$ cat src/hdl/stbs_pkg.sv
// Shared types and constants for the sorted table binary search block.
// Depends on nothing; every other file of the block imports it.
package stbs_pkg;

   localparam int TABLE_DEPTH = 256;
   localparam int IDX_W       = $clog2(TABLE_DEPTH);
   localparam int CNT_W       = $clog2(TABLE_DEPTH + 1);
   localparam int ENTRIES_W   = 9;

   localparam logic KIND_WRITE  = 1'b0;
   localparam logic KIND_SEARCH = 1'b1;

   typedef struct packed {
      logic               kind;
      logic [7:0]         entry_index;
      logic signed [31:0] entry_value;
      logic signed [31:0] search_key;
   } req_type;

   typedef struct packed {
      logic       found;
      logic [7:0] position;
   } rsp_type;

   // Commands from the controller to the datapath.
   typedef struct packed {
      logic write;
      logic load;
      logic step;
      logic capture_hit;
      logic capture_miss;
   } cmd_type;

   // Status from the datapath to the controller.
   typedef struct packed {
      logic empty;
      logic hit;
      logic more;
   } stat_type;

endpackage

$ cat src/hdl/stbs_ctrl.sv
// Controller state machine of the binary search: accepts transactions and sequences probes.
// Depends on stbs_pkg.
module stbs_ctrl
   import stbs_pkg::*;
(
   input  logic     clock,
   input  logic     reset,
   input  logic     start,
   input  logic     kind,
   input  stat_type stat,
   output cmd_type  cmd,
   output logic     busy,
   output logic     rsp_strobe
);

   typedef enum logic {
      ST_IDLE,
      ST_PROBE
   } state_type;

   state_type state_ff;
   logic      busy_ff;
   logic      strobe_ff;
   logic      accept;

   assign accept = start && !busy_ff;

   always_comb begin
      cmd = '0;
      unique case (state_ff)
         ST_IDLE: begin
            cmd.write        = accept && (kind == KIND_WRITE);
            cmd.load         = accept && (kind == KIND_SEARCH) && !stat.empty;
            cmd.capture_miss = accept && (kind == KIND_SEARCH) && stat.empty;
         end
         ST_PROBE: begin
            cmd.capture_hit  = stat.hit;
            cmd.capture_miss = !stat.hit && !stat.more;
            cmd.step         = !stat.hit && stat.more;
         end
         default: cmd = '0;
      endcase
   end

   always_ff @(posedge clock) begin
      if (reset) begin
         state_ff  <= ST_IDLE;
         busy_ff   <= 1'b0;
         strobe_ff <= 1'b0;
      end else begin
         strobe_ff <= cmd.capture_hit || cmd.capture_miss;
         unique case (state_ff)
            ST_IDLE: begin
               if (cmd.load) begin
                  state_ff <= ST_PROBE;
                  busy_ff  <= 1'b1;
               end
            end
            ST_PROBE: begin
               if (!cmd.step) begin
                  state_ff <= ST_IDLE;
                  busy_ff  <= 1'b0;
               end
            end
            default: begin
               state_ff <= ST_IDLE;
               busy_ff  <= 1'b0;
            end
         endcase
      end
   end

   assign busy       = busy_ff;
   assign rsp_strobe = strobe_ff;

endmodule

$ cat config.mk
export PLATFORM = sky130hd
export DESIGN_NAME = stbs_ctrl
export DESIGN_NICKNAME = d
export VERILOG_FILES = /design/src/hdl/stbs_pkg.sv /design/src/hdl/stbs_ctrl.sv
export SDC_FILE = /design/constraint.sdc
export NUM_CORES = 1
export LEC_CHECK = 0
export BUFFER_PORTS_ARGS = -buffer_cell sky130_fd_sc_hd__buf_4
export CAP_MARGIN = 15
export CORE_AREA = 5 5 42 44
export CTS_BUF_LIST = sky130_fd_sc_hd__clkbuf_8
export DETAILED_ROUTE_END_ITERATION = 16
export DIE_AREA = 0 0 47 49
export PLACE_DENSITY = 0.32
export SYNTH_ARGS = -nofsm -noshare
export SYNTH_HDL_FRONTEND = slang
export SYNTH_SLANG_ARGS = --single-unit
export TNS_END_PERCENT = 20
$ cat constraint.sdc
create_clock -name clock -period 1.9 [get_ports clock]
set_clock_uncertainty 0.1 [all_clocks]
set_input_delay 0.57 -clock clock [delete_from_list [all_inputs] [get_ports clock]]
set_output_delay 0.57 -clock clock [all_outputs]
set_load 0.01 [all_outputs]
== Word-level counts from Yosys, hierarchy flattened ==
Cells that the tools add are included.
Widths: inputs -> output; s select.

* Equality and inequality tests: 2
* Mux-type cells: 9
* Bitwise logic cells: 2
* Reduce and logical (&&, ||, !) cells: 13

{| class="wikitable"
|+ Operators by type and width
! operator !! number
|-
| $logic_and 1x1->1 || 7
|-
| $pmux 1 s2 || 3
|-
| $logic_not 1->1 || 4
|-
| $mux 1 || 4
|-
| $mux 2 || 2
|-
| $ne 2x2->1 const B || 2
|-
| $not 1->1 || 2
|-
| $reduce_and 2->1 || 1
|-
| $logic_or 1x1->1 || 1
|}

* Register bits after elaboration: 3
* Input bits: 7
* Output and inout bits: 7

== Depth between registers and ports, before layout ==
Gate-level depths: netlist of run 1.

* Word-level depth: 7
* Mapped depth: 3
* Depth with buffers taken out: 3

== Worst setup path after synthesis of run 1 ==
OpenSTA, ideal clock, no wires.

* Path kind: input -> output
* From: input start
* To: output cmd[0] (netlist bit)
* Arrival: 1083 ps
* Data required time: 1230 ps
* Path slack: 147 ps
* Cell stages on the path: 3
* Path buffers: 0
* Cells stage by stage: nor4bb_4 nand2_1 o21ai_0

{| class="wikitable"
|+ RTL lines
! item !! line !! text
|-
| start: declaration || stbs_ctrl.sv:8 || <nowiki>input logic start,</nowiki>
|-
| end: declaration || stbs_ctrl.sv:11 || <nowiki>output cmd_type cmd,</nowiki>
|}

==> flow_summary.toml, run 1 <==
[finish]
area_delta_synth_final_pct = 136
nets = 49
n_antenna_cell = 0
fin_util = 0.278
layout_commonest_cell = "buf_4"
drive_above_1_share = 0.610
final_cell_mix = "buf_4, inv_1, dfxtp_1, clkbuf_8, buf_6"

[worst_setup_path]
crit_path_start = "start"
crit_path_max_fanout = 3
arrival_ns = 1.26
crit_type = "in -> out"
max_stage_delay_ns = 0.30
cp-end-kind = "output port"
critPathSlowestCell = "nor4bb_4"
critPathRequiredTime_ns = 1.23
worstReg2RegStart = "busy"
cp_cell_sequence = "buf_6 > nor4bb_4 > nand2_1 > o21ai_1 > buf_4"
start_kind = "input pin"

[clock_network]
root_buffer = "clkbuf_8"
clkSlewWorstSetupHoldPaths_ns = 0.03
cts-htree-levels = 1
cts_tree = "done"
clock-sinks = 3
holdBufCountCts = 0
clock_latency_ns = 0.22
cts_made_buffers = 3
cts.path.max_buffers = 2

[floorplanning]
chipWidth_um = 47
placement_rows = 14
start_util = 0.118
die-area_sq_mm = 0.00230
coreArea_sq_mm = 0.00140
io_pins = 14
die_h_um = 49

[sta]
timing_worst_slew_pin_value_ns = 0.260
rsz0062_at_grt = "true"
report.final.slew_viol_count = 0
fin_ws_ns = -0.0281
setup_tns_ns = -0.0528
setup_violations = 2
hold_viol = 0
period_share = 1.01
max_freq_mhz = 519
fin_crit_ns = 1.93
maxSlewHeadroom = 0.824

[synthesis]
synth_seq_area_share = 0.364
synthAdderAreaFrac = 0
synth_top_family_by_area = "simple AND/OR/NAND/NOR gates"
netlist_area_sq_um = 165
yosys.area_share.simple = 0.394
synthMuxAreaShare = 0
synth_cell_type_count = 14
synth_xor_area_frac = 0
synth_nets = 25
synthCells = 18
synth_compound_area_frac = 0.197
ys.warnings.count = 0
ys_ff_latch = 3
avgSynthCellArea_sq_um = 9.18

[grt]
antenna_found_initial = 0
grt_max_degree = 6
grt_pass1_wl_um = 1010
grt_overflow_total = 0
grtUsageTotal = 0.0668
grt_pass1_vias = 259

[placed_design]
dp_hpwl_um = 406
port_buffers = 13
routabilityCongestion = 0.604

[drt]
viasPerCell = 3.91
vias = 223
drt_first_pass_iters = 2
drtIter0Drc = 1
antenna_left = 0
drc = 0
wl_met1_um = 218
wl_met3_um = 35
maxUsedRoutingLayer = "met4"
wl_per_cell_um = 10.7
wl_met2_um = 341
wl_um = 608

[status]
status = "finished, violations left"
failed_checks = "setup timing"

[flow_run]
max_cap_violations = 0

[hold_path]
hold_start = "reset"
hp-class = "in -> reg"

[pwr]
power_leakage_uw = 0.000189
power_density_mw_per_mm2 = 775
vdd.ir_drop.worst_mv = 0.185
[path summary, 6_finish.rpt]
check                           slack (ns)          to  cells past startpoint
worst max-delay path                 -0.03      cmd[0]                      5
worst min-delay path                  0.43  rsp_strobe                      2
worst max register to register        0.13  rsp_strobe                      9
worst min register to register        0.53        busy                      1
[what timing repair did]
item                                    in CTS  in global routing
pin swaps                                    2                  2
endpoints found under the setup margin       2                  3
setup buffers                                5                  0
resized for setup                            2                  4
[where the power goes]
part | internal (uW) | switching [uW] | total [uW]
Clock | 138 | 45.1 | 183
Sequential | 66.3 | 3.43 | 69.7
Combinational | 32.2 | 16.9 | 49.1
Total | 236 | 65.4 | 302
[stage by stage]
| step | worst slack [ns] | cells | hold slack, ns | instance area [sq um] | power (uW) |
|---|---|---|---|---|---|
| 2_1_floorplan | 0.147 | 18 | 0.450 | 165 | 85.9 |
| 3_3_place_gp | -0.0615 | 48 | 0.548 | 290 | 110 |
| 3_5_place_dp | -0.0540 | 48 | 0.521 | 290 | 110 |
| 4_1_cts | -0.0425 | 57 | 0.421 | 377 | 306 |
| 5_1_grt | -0.0877 | 57 | 0.425 | 389 | 323 |
| 6_report | -0.0281 | 57 | 0.433 | 389 | 302 |
[state kept, by name (all words and copies together), names as in the netlist]
signal	flops
state_ff	1
busy	1
rsp_strobe	1
[cells by family (layout without fill, tap and decap cells)]
group                  Yosys count  count (layout)
AND/OR/NAND/NOR                  8               8
buffers and inverters            2              25
flip-flops                       3               3
AO/OA/AOI/OAI                    5               5
[per-layer routing]
layer,track usage,vias to the layer above
met5,0,-
met3,0.0148,2
met4,0.0829,0
li1,-,108
met2,0.104,9
met1,0.0591,104
[final cells by class]
type | count | area, sq um
tap | 16 | 20.0
inverter | 2 | 7.51
fill | 165 | 1010
clock inverter | 1 | 3.75
sequential | 3 | 60.1
clock buffer | 3 | 41.3
multi-input combinational | 13 | 103
timing repair buffer | 19 | 154
[synth_stat cells]
library cell	number	area [sq um]
a21oi_1	1	5.00
o21ai_1	1	5.00
inv_1	2	7.51
o21ai_0	1	5.00
nand2_1	1	3.75
dfxtp_1	3	60.1
nand2b_1	1	6.26
nor2_1	2	7.51
and2b_1	1	7.51
o21a_1	1	7.51
nor4b_1	1	8.76
and2_1	1	6.26
a32o_1	1	10.0
nor4bb_4	1	25.0
[worst max-delay path: cells and delay by family]
kind	cells	cell delay [ns]
and+or+nand+nor	2	0.40
buffers and inverters	2	0.20
AOI/OAI and AO/OA	1	0.08
Note: power is estimated with default switching activity, not from simulation.
==> run 2: changes to the inputs <==
--- a/config.mk
+++ b/config.mk
@@ -14,2 +14,4 @@
 export PLACE_DENSITY = 0.32
+export REMOVE_ABC_BUFFERS = 1
+export SETUP_SLACK_MARGIN = 0.3
 export SYNTH_ARGS = -nofsm -noshare
--- a/constraint.sdc
+++ b/constraint.sdc
@@ -4,2 +4,2 @@
 set_output_delay 0.57 -clock clock [all_outputs]
-set_load 0.01 [all_outputs]
+set_load 0.05 [all_outputs]
==> run 2 against run 1 <==
The run still ends with setup timing left. Non-clock buffer count fell by 3. Sequential cell count did not move. Sequential power increased by 1%. Clock power hardly changed. Global-route usage decreased by 0.42 points. Sequential share of layout area down 0.68 points. Routed wire length is 8.1% lower. Combinational power rose by 42%. Register-to-register slack improved by 0.42 ns. Maximum frequency shrank 2.8%. Worst hold slack worse by 0.0018 ns. Cell area up 6.8%. Largest cell class unchanged.
==> flow_summary.toml, run 2 (same netlist as run 1, synthesis figures left out) <==
[grt]
grtUsageTotal = 0.0626
grt_max_degree = 6
grt_pass1_wl_um = 952
grt_pass1_vias = 237
antenna_found_initial = 0
grt_overflow_total = 0

[finish]
area_delta_synth_final_pct = 152
fin_util = 0.296
final_cell_mix = "buf_4, buf_8, inv_1, clkbuf_8, buf_6"
n_antenna_cell = 0
nets = 46
final_cells = 54
drive_above_1_share = 0.684
layout_commonest_cell = "buf_4"

[clock_network]
cts-htree-levels = 1
clock-sinks = 3
root_buffer = "clkbuf_8"
clkSlewWorstSetupHoldPaths_ns = 0.03
cts_tree = "done"
cts_made_buffers = 3
clock_latency_ns = 0.21
cts.path.max_buffers = 2

[placed_design]
port_buffers = 13
dp_hpwl_um = 399
place_inst = 49
preCtsSetupSlack_ns = -0.171
routabilityCongestion = 0.603

[drt]
wl_per_cell_um = 10.4
vias = 206
drc = 0
drt_first_pass_iters = 2
antenna_left = 0
viasPerCell = 3.81
drtIter0Drc = 3
wl_um = 559

[sta]
fin_crit_ns = 1.98
fin_ws_ns = -0.0845
maxSlewHeadroom = 0.839
period_share = 1.04
max_freq_mhz = 504
setup_violations = 2
hold_viol = 0
timing_worst_slew_pin_value_ns = 0.237
rsz0062_at_grt = "true"
report.final.slew_viol_count = 0

[pwr]
vdd.ir_drop.worst_mv = 0.227
power_density_mw_per_mm2 = 770
power_leakage_uw = 0.000195

[status]
status = "finished, violations left"
failed_checks = "setup timing"

[floorplanning]
die_h_um = 49
start_util = 0.118
io_pins = 14
coreArea_sq_mm = 0.00140
chipWidth_um = 47
die-area_sq_mm = 0.00230
placement_rows = 14

[worst_setup_path]
cpLargestDelayFamily = "simple AND/OR/NAND/NOR gates"
max_stage_delay_ns = 0.30
path_common_cell = "buf_6"
crit_path_max_fanout = 3
critPathRequiredTime_ns = 1.23
cp-end-kind = "output port"
crit_type = "in -> out"
critical_path_buf_inv_count = 2
start_kind = "input pin"
cp_cell_sequence = "buf_6 > nor4bb_4 > nand2_1 > o21ai_2 > buf_6"
critPathSlowestCell = "nor4bb_4"
arrival_ns = 1.31

[flow_run]
max_cap_violations = 0

[hold_path]
hp-class = "in -> reg"
-- run 2: changes by cell type in the layout (fill, tap and decap cells not counted) --
cell      before  now
a21oi_1        0    1
a21oi_2        1    0
and2_1         1    0
and2_4         0    1
buf_4         16    9
buf_8          0    4
dfxtp_1        3    2
dfxtp_2        0    1
nand2b_1       1    0
nand2b_4       0    1
nor2_1         2    1
nor2_4         0    1
o21ai_1        2    1
o21ai_2        0    1
-- run 2: area by class of cell --
class / count / area, sq um
fillers: 154 / 986
clock inverters: 1 / 3.75
well taps: 16 / 20.0
repair buffers: 16 / 161
inverters: 2 / 7.51
flip-flops and latches: 3 / 61.3
clock buffers: 3 / 41.3
multi-input cells: 13 / 120
-- run 2: per-layer routing --
layer,vias to the layer above,global-route usage,part of all wire
met4,0,0.0829,0.027
met1,91,0.0525,0.38
met2,9,0.0950,0.50
met3,2,0.0185,0.089
met5,-,0,0
li1,104,-,-
-- run 2: path summary, 6_finish.rpt --
path / start / to / slack (ns) / depth (start not counted)
max reg2reg: busy / rsp_strobe / 0.55 / 5
max: start / cmd[0] / -0.08 / 5
min reg2reg: state_ff / rsp_strobe / 0.53 / 2
min: reset / rsp_strobe / 0.43 / 2
-- run 2: per-stage QoR --
stage	total power (uW)	cell area [sq um]	hold WS, ns	TNS (ns)
after floorplan	105	165	0.450	-1.83
after global placement	130	298	0.546	-0.245
after detailed placement	129	298	0.524	-0.300
after CTS	326	395	0.425	-0.224
after global routing	344	415	0.439	-0.283
final	320	415	0.431	-0.155
-- run 2: power breakdown --
group	switching, uW	internal, uW	leakage (uW)
Sequential	3.96	66.5	0.0000249
Combinational	35.8	33.9	0.000143
Clock	42.4	138	0.0000269
Total	82.1	238	0.000195
-- run 2: repair_timing --
item                                    in CTS  in global routing
buffers inserted                             1                  0
gates cloned                                 0                  0
gates resized for setup                     13                  6
pin swaps                                    3                  3
endpoints found under the setup margin       5                  5
hold buffers                                 0                  0
